**config.mk**
```make
export PLATFORM = sky130hd
export DESIGN_NAME = tcw_seq
export DESIGN_NICKNAME = d
export VERILOG_FILES = /design/src/hdl/tcw_pkg.sv /design/src/hdl/tcw_seq.sv
export SDC_FILE = /design/constraint.sdc
export NUM_CORES = 1
export LEC_CHECK = 0
export BUFFER_PORTS_ARGS = -buffer_cell sky130_fd_sc_hd__buf_2
export CORE_ASPECT_RATIO = 0.75
export CORE_MARGIN = 3
export CORE_UTILIZATION = 51
export DETAILED_ROUTE_END_ITERATION = 6
export GPL_ROUTABILITY_DRIVEN = 0
export GPL_TIMING_DRIVEN = 0
export HOLD_SLACK_MARGIN = 0.1
export PLACE_DENSITY = 0.77
export SLEW_MARGIN = 20
export SYNTH_ARGS = -nofsm -noshare
export SYNTH_HDL_FRONTEND = slang
export SYNTH_SLANG_ARGS = --single-unit
```
**constraint.sdc**
```tcl
create_clock -name clk -period 2.9 [get_ports clk]
set_input_delay 0.435 -clock clk [delete_from_list [all_inputs] [get_ports clk]]
set_output_delay 0.435 -clock clk [all_outputs]
set_load 0.05 [all_outputs]
```
**src/hdl/tcw_pkg.sv**
```systemverilog
`timescale 1ns / 1ps
// ----------------------------------------------------------------------------
// tcw_pkg
// Shared types and constants of the text console cell writer: field widths,
// operation codes, register indexes, special characters and the structs that
// carry configuration, input transactions and results between modules.
// ----------------------------------------------------------------------------
package tcw_pkg;

    // field widths
    localparam int OP_W       = 2;
    localparam int CHAR_W     = 8;
    localparam int ATTR_W     = 8;
    localparam int COORD_W    = 8;
    localparam int POS_W      = 15;
    localparam int CELL_W     = CHAR_W + ATTR_W;
    localparam int LIN_W      = 16;
    localparam int CFG_IDX_W  = 1;
    localparam int CFG_DATA_W = 8;

    // operation codes
    localparam logic [OP_W-1:0] OP_PUT   = 2'd0;
    localparam logic [OP_W-1:0] OP_READ  = 2'd1;
    localparam logic [OP_W-1:0] OP_CLEAR = 2'd2;

    // configuration register indexes
    localparam logic [CFG_IDX_W-1:0] CFG_DEFAULT_ATTR = 1'd0;
    localparam logic [CFG_IDX_W-1:0] CFG_ERROR_ATTR   = 1'd1;

    // configuration reset values
    localparam logic [ATTR_W-1:0] DEFAULT_ATTR_RST = 8'd15;
    localparam logic [ATTR_W-1:0] ERROR_ATTR_RST   = 8'd244;

    // special characters
    localparam logic [CHAR_W-1:0] CH_NEWLINE   = 8'h0A;
    localparam logic [CHAR_W-1:0] CH_BACKSPACE = 8'h08;
    localparam logic [CHAR_W-1:0] CH_ERROR     = 8'h45;
    localparam logic [CHAR_W-1:0] CH_BLANK     = 8'h20;

    typedef struct packed {
        logic [ATTR_W-1:0] default_attr;
        logic [ATTR_W-1:0] error_attr;
    } cfg_t;

    typedef struct packed {
        logic [OP_W-1:0]    op;
        logic [CHAR_W-1:0]  ch;
        logic [COORD_W-1:0] col;
        logic [COORD_W-1:0] row;
        logic               use_cursor;
        logic [ATTR_W-1:0]  attr;
    } item_t;

    typedef struct packed {
        logic [POS_W-1:0]  position;
        logic              error;
        logic [CHAR_W-1:0] read_char;
        logic [ATTR_W-1:0] read_attr;
    } result_t;

endpackage

```
**src/hdl/tcw_seq.sv**
```systemverilog
`timescale 1ns / 1ps
// ----------------------------------------------------------------------------
// tcw_seq
// Sequencer of the console: holds the cursor, decodes one transaction at a
// time and drives the screen memory for single cell writes and reads, the
// scroll copy sweep, the clear sweep and the clearing pass after reset.
// ----------------------------------------------------------------------------
module tcw_seq #(
    parameter int COLS = 80,
    parameter int ROWS = 25
) (
    input  logic                    clk,
    input  logic                    rst_n,
    input  tcw_pkg::cfg_t           cfg,
    input  logic                    in_valid,
    output logic                    in_ready,
    input  tcw_pkg::item_t          item,
    output logic                    res_valid,
    input  logic                    res_ready,
    output tcw_pkg::result_t        res,
    output logic                    ram_we,
    output logic [((COLS * ROWS > 1) ? $clog2(COLS * ROWS) : 1)-1:0] ram_waddr,
    output logic [tcw_pkg::CELL_W-1:0] ram_wdata,
    output logic                    ram_re,
    output logic [((COLS * ROWS > 1) ? $clog2(COLS * ROWS) : 1)-1:0] ram_raddr,
    input  logic [tcw_pkg::CELL_W-1:0] ram_rdata
);

    localparam int CELLS  = COLS * ROWS;
    localparam int ADDR_W = (CELLS > 1) ? $clog2(CELLS) : 1;
    localparam int CNT_W  = $clog2(CELLS + 1);

    localparam logic [CNT_W-1:0]  CELLS_C = CNT_W'(CELLS);
    localparam logic [CNT_W-1:0]  LAST_C  = CNT_W'(CELLS - 1);
    localparam logic [CNT_W-1:0]  MOVE_C  = CNT_W'(CELLS - COLS);
    localparam logic [CNT_W-1:0]  COLS_C  = CNT_W'(COLS);
    localparam logic [ADDR_W-1:0] LAST_CELL = ADDR_W'(CELLS - 1);

    localparam logic [tcw_pkg::COORD_W-1:0] COLS_B    = tcw_pkg::COORD_W'(COLS);
    localparam logic [tcw_pkg::COORD_W-1:0] ROWS_B    = tcw_pkg::COORD_W'(ROWS);
    localparam logic [tcw_pkg::COORD_W-1:0] LASTCOL_B = tcw_pkg::COORD_W'(COLS - 1);
    localparam logic [tcw_pkg::COORD_W-1:0] LASTROW_B = tcw_pkg::COORD_W'(ROWS - 1);
    localparam logic [tcw_pkg::LIN_W-1:0]   COLS_L    = tcw_pkg::LIN_W'(COLS);

    // sequencer states
    localparam logic [2:0] ST_INIT   = 3'd0;
    localparam logic [2:0] ST_IDLE   = 3'd1;
    localparam logic [2:0] ST_EXEC   = 3'd2;
    localparam logic [2:0] ST_SCROLL = 3'd3;
    localparam logic [2:0] ST_CLEAR  = 3'd4;
    localparam logic [2:0] ST_DONE   = 3'd5;

    logic [2:0] state_reg, state_next;
    logic [CNT_W-1:0] cnt_reg, cnt_next;
    logic [tcw_pkg::COORD_W-1:0] cur_row_reg, cur_row_next;
    logic [tcw_pkg::COORD_W-1:0] cur_col_reg, cur_col_next;
    logic pend_reg, pend_next;
    logic [ADDR_W-1:0] pend_addr_reg, pend_addr_next;
    logic pend_copy_reg, pend_copy_next;
    logic err_reg, err_next;

    // latched transaction
    logic [tcw_pkg::OP_W-1:0]    op_reg, op_next;
    logic [tcw_pkg::CHAR_W-1:0]  ch_reg, ch_next;
    logic [tcw_pkg::ATTR_W-1:0]  attr_reg, attr_next;
    logic                        use_cur_reg, use_cur_next;
    logic                        in_range_reg, in_range_next;
    logic [tcw_pkg::LIN_W-1:0]   linear_reg, linear_next;
    logic [tcw_pkg::COORD_W-1:0] row_reg, row_next;
    logic [tcw_pkg::COORD_W-1:0] col_reg, col_next;

    logic [tcw_pkg::LIN_W-1:0]   cur_full;
    logic [tcw_pkg::LIN_W-1:0]   lin_in;
    logic [tcw_pkg::COORD_W-1:0] t_row, t_col, n_row, n_col;
    logic [ADDR_W-1:0]           t_addr;
    logic                        wrap;
    logic [CNT_W-1:0]            scroll_src;

    // cursor cell index and input cell index
    assign cur_full = tcw_pkg::LIN_W'(cur_row_reg) * COLS_L + tcw_pkg::LIN_W'(cur_col_reg);
    assign lin_in   = tcw_pkg::LIN_W'(item.row) * COLS_L + tcw_pkg::LIN_W'(item.col);

    // target cell of a put
    assign t_row  = use_cur_reg ? cur_row_reg : row_reg;
    assign t_col  = use_cur_reg ? cur_col_reg : col_reg;
    assign t_addr = use_cur_reg ? cur_full[ADDR_W-1:0] : linear_reg[ADDR_W-1:0];

    assign scroll_src = cnt_reg + COLS_C;

    // cursor after a put, before the scroll correction
    always_comb
    begin
        n_row = t_row;
        n_col = t_col;
        priority if (ch_reg == tcw_pkg::CH_NEWLINE)
        begin
            n_row = t_row + 1'b1;
            n_col = '0;
        end
        else if (ch_reg == tcw_pkg::CH_BACKSPACE)
        begin
            n_row = t_row;
            n_col = t_col;
        end
        else if (t_col == LASTCOL_B)
        begin
            n_row = t_row + 1'b1;
            n_col = '0;
        end
        else
        begin
            n_col = t_col + 1'b1;
        end
    end

    assign wrap = (n_row == ROWS_B);

    // next state and memory control
    always_comb
    begin
        state_next     = state_reg;
        cnt_next       = cnt_reg;
        cur_row_next   = cur_row_reg;
        cur_col_next   = cur_col_reg;
        pend_next      = 1'b0;
        pend_addr_next = pend_addr_reg;
        pend_copy_next = pend_copy_reg;
        err_next       = err_reg;
        op_next        = op_reg;
        ch_next        = ch_reg;
        attr_next      = attr_reg;
        use_cur_next   = use_cur_reg;
        in_range_next  = in_range_reg;
        linear_next    = linear_reg;
        row_next       = row_reg;
        col_next       = col_reg;
        ram_we         = 1'b0;
        ram_waddr      = '0;
        ram_wdata      = '0;
        ram_re         = 1'b0;
        ram_raddr      = '0;
        in_ready       = (state_reg == ST_IDLE);
        res_valid      = 1'b0;

        unique case (state_reg)
            ST_INIT:
            begin
                ram_we    = 1'b1;
                ram_waddr = cnt_reg[ADDR_W-1:0];
                if (cnt_reg == LAST_C)
                begin
                    cnt_next   = '0;
                    state_next = ST_IDLE;
                end
                else
                begin
                    cnt_next = cnt_reg + 1'b1;
                end
            end

            ST_IDLE:
            begin
                if (in_valid)
                begin
                    op_next       = item.op;
                    ch_next       = item.ch;
                    attr_next     = (item.attr == '0) ? cfg.default_attr : item.attr;
                    use_cur_next  = item.use_cursor;
                    in_range_next = (item.col < COLS_B) && (item.row < ROWS_B);
                    linear_next   = lin_in;
                    row_next      = item.row;
                    col_next      = item.col;
                    state_next    = ST_EXEC;
                end
            end

            ST_EXEC:
            begin
                err_next   = 1'b0;
                state_next = ST_DONE;
                priority if (op_reg == tcw_pkg::OP_PUT)
                begin
                    if (!use_cur_reg && !in_range_reg)
                    begin
                        // error marker at the last cell
                        ram_we    = 1'b1;
                        ram_waddr = LAST_CELL;
                        ram_wdata = {cfg.error_attr, tcw_pkg::CH_ERROR};
                        err_next  = 1'b1;
                    end
                    else
                    begin
                        if (ch_reg != tcw_pkg::CH_NEWLINE)
                        begin
                            ram_we    = 1'b1;
                            ram_waddr = t_addr;
                            ram_wdata = {attr_reg, (ch_reg == tcw_pkg::CH_BACKSPACE) ?
                                         tcw_pkg::CH_BLANK : ch_reg};
                        end
                        cur_col_next = n_col;
                        cur_row_next = wrap ? LASTROW_B : n_row;
                        if (wrap)
                        begin
                            cnt_next   = '0;
                            state_next = ST_SCROLL;
                        end
                    end
                end
                else if (op_reg == tcw_pkg::OP_READ)
                begin
                    if (in_range_reg)
                    begin
                        ram_re    = 1'b1;
                        ram_raddr = linear_reg[ADDR_W-1:0];
                    end
                    else
                    begin
                        err_next = 1'b1;
                    end
                end
                else if (op_reg == tcw_pkg::OP_CLEAR)
                begin
                    cur_row_next = '0;
                    cur_col_next = '0;
                    cnt_next     = '0;
                    state_next   = ST_CLEAR;
                end
                else
                begin
                    state_next = ST_DONE;
                end
            end

            ST_SCROLL:
            begin
                // write back the cell read in the previous cycle, or a zero fill
                if (pend_reg)
                begin
                    ram_we    = 1'b1;
                    ram_waddr = pend_addr_reg;
                    ram_wdata = pend_copy_reg ? ram_rdata : '0;
                end
                // read the cell one row below, or zero fill on the last row
                if (cnt_reg != CELLS_C)
                begin
                    ram_re         = (cnt_reg < MOVE_C);
                    ram_raddr      = scroll_src[ADDR_W-1:0];
                    pend_next      = 1'b1;
                    pend_addr_next = cnt_reg[ADDR_W-1:0];
                    pend_copy_next = (cnt_reg < MOVE_C);
                    cnt_next       = cnt_reg + 1'b1;
                end
                else
                begin
                    state_next = ST_DONE;
                end
            end

            ST_CLEAR:
            begin
                ram_we    = 1'b1;
                ram_waddr = cnt_reg[ADDR_W-1:0];
                ram_wdata = {cfg.default_attr, tcw_pkg::CH_BLANK};
                if (cnt_reg == LAST_C)
                begin
                    cnt_next   = '0;
                    state_next = ST_DONE;
                end
                else
                begin
                    cnt_next = cnt_reg + 1'b1;
                end
            end

            ST_DONE:
            begin
                res_valid = 1'b1;
                if (res_ready)
                begin
                    state_next = ST_IDLE;
                end
            end

            default:
            begin
                state_next = ST_IDLE;
            end
        endcase
    end

    // result fields
    always_comb
    begin
        res.position  = err_reg ? linear_reg[tcw_pkg::POS_W-1:0] :
                                  cur_full[tcw_pkg::POS_W-1:0];
        res.error     = err_reg;
        res.read_char = '0;
        res.read_attr = '0;
        if ((op_reg == tcw_pkg::OP_READ) && !err_reg)
        begin
            res.read_char = ram_rdata[tcw_pkg::CHAR_W-1:0];
            res.read_attr = ram_rdata[tcw_pkg::CELL_W-1:tcw_pkg::CHAR_W];
        end
    end

    // control registers
    always_ff @(posedge clk or negedge rst_n)
    begin
        if (!rst_n)
        begin
            state_reg   <= ST_INIT;
            cnt_reg     <= '0;
            cur_row_reg <= '0;
            cur_col_reg <= '0;
            pend_reg    <= 1'b0;
            err_reg     <= 1'b0;
            op_reg      <= '0;
        end
        else
        begin
            state_reg   <= state_next;
            cnt_reg     <= cnt_next;
            cur_row_reg <= cur_row_next;
            cur_col_reg <= cur_col_next;
            pend_reg    <= pend_next;
            err_reg     <= err_next;
            op_reg      <= op_next;
        end
    end

    // payload registers
    always_ff @(posedge clk)
    begin
        pend_addr_reg <= pend_addr_next;
        pend_copy_reg <= pend_copy_next;
        ch_reg        <= ch_next;
        attr_reg      <= attr_next;
        use_cur_reg   <= use_cur_next;
        in_range_reg  <= in_range_next;
        linear_reg    <= linear_next;
        row_reg       <= row_next;
        col_reg       <= col_next;
    end

`ifndef SYNTHESIS
    // a pending scroll write never outlives the scroll sweep
    a_pend_in_scroll: assert property (@(posedge clk) disable iff (!rst_n)
        pend_reg |-> (state_reg == ST_SCROLL))
        else $error("scroll write pending outside scroll sweep");

    // the cursor stays on the screen between transactions
    a_cursor_range: assert property (@(posedge clk) disable iff (!rst_n)
        (state_reg == ST_IDLE) |-> ((cur_row_reg < ROWS_B) && (cur_col_reg < COLS_B)))
        else $error("cursor off screen");

    // one transaction at a time
    a_one_at_a_time: assert property (@(posedge clk) disable iff (!rst_n)
        (in_valid && in_ready) |=> !in_ready)
        else $error("second transaction taken while busy");

    // scroll never reads a cell it writes in the same cycle
    a_no_rw_clash: assert property (@(posedge clk) disable iff (!rst_n)
        (ram_we && ram_re) |-> (ram_waddr != ram_raddr))
        else $error("read and write of the same cell in one cycle");
`endif

endmodule

```
==> results.json <==
{
  "crit_chain": "ha_4, ha_4, fa_2, a21o_1, a21oi_4, buf_4, xnor2_2, nand3_2, nor2_2, a22oi_1, o21ai_2, buf_6",
  "cpPeakStageDelay_ns": 0.45,
  "clockRootBuffer": "clkbuf_16",
  "finClkSkew_ns": 0.00548,
  "worstMarginPinSlew_ns": 0.907,
  "clkTransAtPathRegs_ns": 0.07,
  "status": "complete, but fails checks",
  "critPathMostFrequentCell": "ha_4",
  "final_max_slew_viol_count": 0,
  "routed_wl_mm": 22.8,
  "core_sq_mm": 0.0126,
  "n_antenna_cell": 0,
  "n_fill_cell": 874,
  "layout_commonest_cell": "buf_2",
  "syn-num-nets": 812,
  "syn_inst": 698,
  "grt_max_degree": 49,
  "overflow": 0,
  "violations": "negative setup slack",
  "worstPathRequired_ns": 2.47,
  "routedWlPerCell_microns": 21.3,
  "grt_pass1_vias": 6572,
  "synthArstFlopShare_pct": 37.4,
  "cts_tree": "yes",
  "clk_path_buf_depth": 2,
  "drtIter0Drc": 644,
  "met3_length_mm": 2.19,
  "seq_area_frac_synth_pct": 37.8,
  "finalSetupViolCount": 9,
  "grt_pass1_wl_mm": 34.1,
  "numPortBuffers": 144,
  "multi_input_area_sq_mm": 0.00455,
  "ys_warn_count": 0,
  "die_area_sq_mm": 0.0147,
  "relSlewSlack_pct": 39.5,
  "grt_usage_pct": 29.2,
  "cts.sinks": 91,
  "die_w_microns": 139,
  "synth_seq_cells": 91,
  "topRoutingLayerUsed": "met5",
  "area_growth_pct": 34.5,
  "antenna_found_initial": 1,
  "fin_crit_ns": 3.37,
  "clock.fmax_mhz": 296,
  "final_cell_mix": "125 x buf_2, 71 x nand2_1, 57 x edfxtp_1",
  "p_leak_uw": 0.00386,
  "hold_buffers": 0,
  "largest_reg_flops": 15,
  "die_h_microns": 106,
  "cts_made_buffers": 9,
  "vias": 6737,
  "period_share_pct": 116,
  "wl_met2_mm": 10.9,
  "crit_path_start_kind": "register",
  "clk_latency_ns": 0.35,
  "synth.avg_cell_area_sq_um": 9.71,
  "powerDensity_mw_per_mm2": 306,
  "synth.distinct_cells": 75,
  "hpwl_mm": 15.7,
  "cap_violations": 0,
  "ff_latch_area_sq_mm": 0.00257,
  "hold_class": "in2async",
  "first_pass_iters": 7,
  "vias_per_cell": 6.31,
  "endpoint_kind": "output port",
  "h-tree-depth": 3,
  "vdd_drop_max_uv": 326,
  "finalPower_uw": 2790,
  "synth_edf_count": 57,
  "worst_path_max_delay_cell": "dfrtp_2",
  "final_nets": 1011,
  "setup_slack_ns": -0.473,
  "fin_setup_tns_ns": -3.01,
  "synth.cell_area_sq_mm": 0.00678,
  "initial_core_util_pct": 53.7,
  "cp_max_fo": 3,
  "postRouteAntennaNets": 0,
  "worst-path-buf-inv": 2,
  "rsz0062_at_grt": "yes",
  "wl_met1_mm": 9.02,
  "synth_ff_type": "edfxtp_1",
  "crit_arrival_ns": 2.94,
  "drc": 0,
  "path_class": "reg2out",
  "hold_viol": 0,
  "path_delay_family": "adder cells",
  "io_pins": 145,
  "num_rows": 35,
  "layout-drive-gt1-share_pct": 39.4
}
[path summary, 6_finish.rpt]
kind,slack (ns),to,from,cells past startpoint
max in group asynchronous,2.05,cur_col_reg[4],rst_n,1
hold reg to reg,0.45,pend_addr_reg[9],cnt_reg[9],0
setup reg to reg,0.02,cnt_reg[3],use_cur_reg,12
hold / removal,0.21,cnt_reg[5],rst_n,1
min in group clk,0.26,ch_reg[7],item[32],1
setup / recovery,-0.47,res[31],cur_row_reg[1],12
[final cells by class]
class	instances	share of cell area (%)
multi-input combinational	544	50.0
buffer	31	1.96
clock buffer	10	2.51
clock inverter	6	0.357
inverter	30	1.28
timing repair buffer	190	13.5
tap	166	2.28
sequential	91	28.2
[synthesized netlist by cell type (all sizes together), types with 5 or more instances]
cell    count  share of area (%)
nand2      76                4.2
o21ai      65                4.8
edfxtp     57                 25
a21oi      42                3.1
ha         39                7.2
nor2       35                2.0
dfrtp      34                 13
inv        30                1.7
nand3      24                1.8
xnor2      24                3.1
and2       23                2.1
clkbuf     21                1.2
a21o       16                1.8
xor2       16                2.1
mux2       15                2.5
a31oi      13                2.9
a22o       12                1.6
a22oi      12                1.4
buf        12                1.3
nor3       12               0.89
nor2b      11                1.0
mux2i      10                1.5
a221o       9                1.3
a31o        7               0.90
nand4       6               0.55
o31ai       6                1.3
and3        5               0.46
and4        5               0.65
[through the flow]
step           area (sq um)  util, %  std cells  setup slack (ns)  hold WS (ns)
6_report               9110     72.3       1068            -0.473         0.210
5_1_grt                9110     72.3       1068            -0.541         0.248
4_1_cts                8700     69.0       1050            -0.390         0.231
3_5_place_dp           7810     61.9       1008            -0.565         0.439
3_3_place_gp           7810     61.9       1008            -0.514         0.424
2_1_floorplan          6880        -        698            -0.330         0.139
[power by group]
part           switching [uW]  internal, uW
Clock                     511           573
Combinational             197           121
Sequential                  0          1390
Total                     708          2080
[routing by layer]
layer	up-vias	global-route usage, %
li1	3011	-
met3	75	7.85
met4	2	9.78
met2	430	47.9
met5	-	0
met1	3219	37.7
[kinds of logic after synthesis]
family	count (synthesis)	share of synthesized area, %
buffers and inverters	63	4.14
AOI/OAI and AO/OA	215	23.6
and+or+nand+nor	221	16.8
xor gates and xnor gates	40	5.17
adders and majority gates	43	8.38
muxes	25	4.03
DFF	91	37.8
[what timing repair did]
item,in CTS,in global routing
buffers inserted,26,20
endpoints found under the setup margin,74,70
gates resized for setup,93,67
pin swaps,32,34
cloned,1,0
No activity file was read; power rests on OpenSTA's default activity.
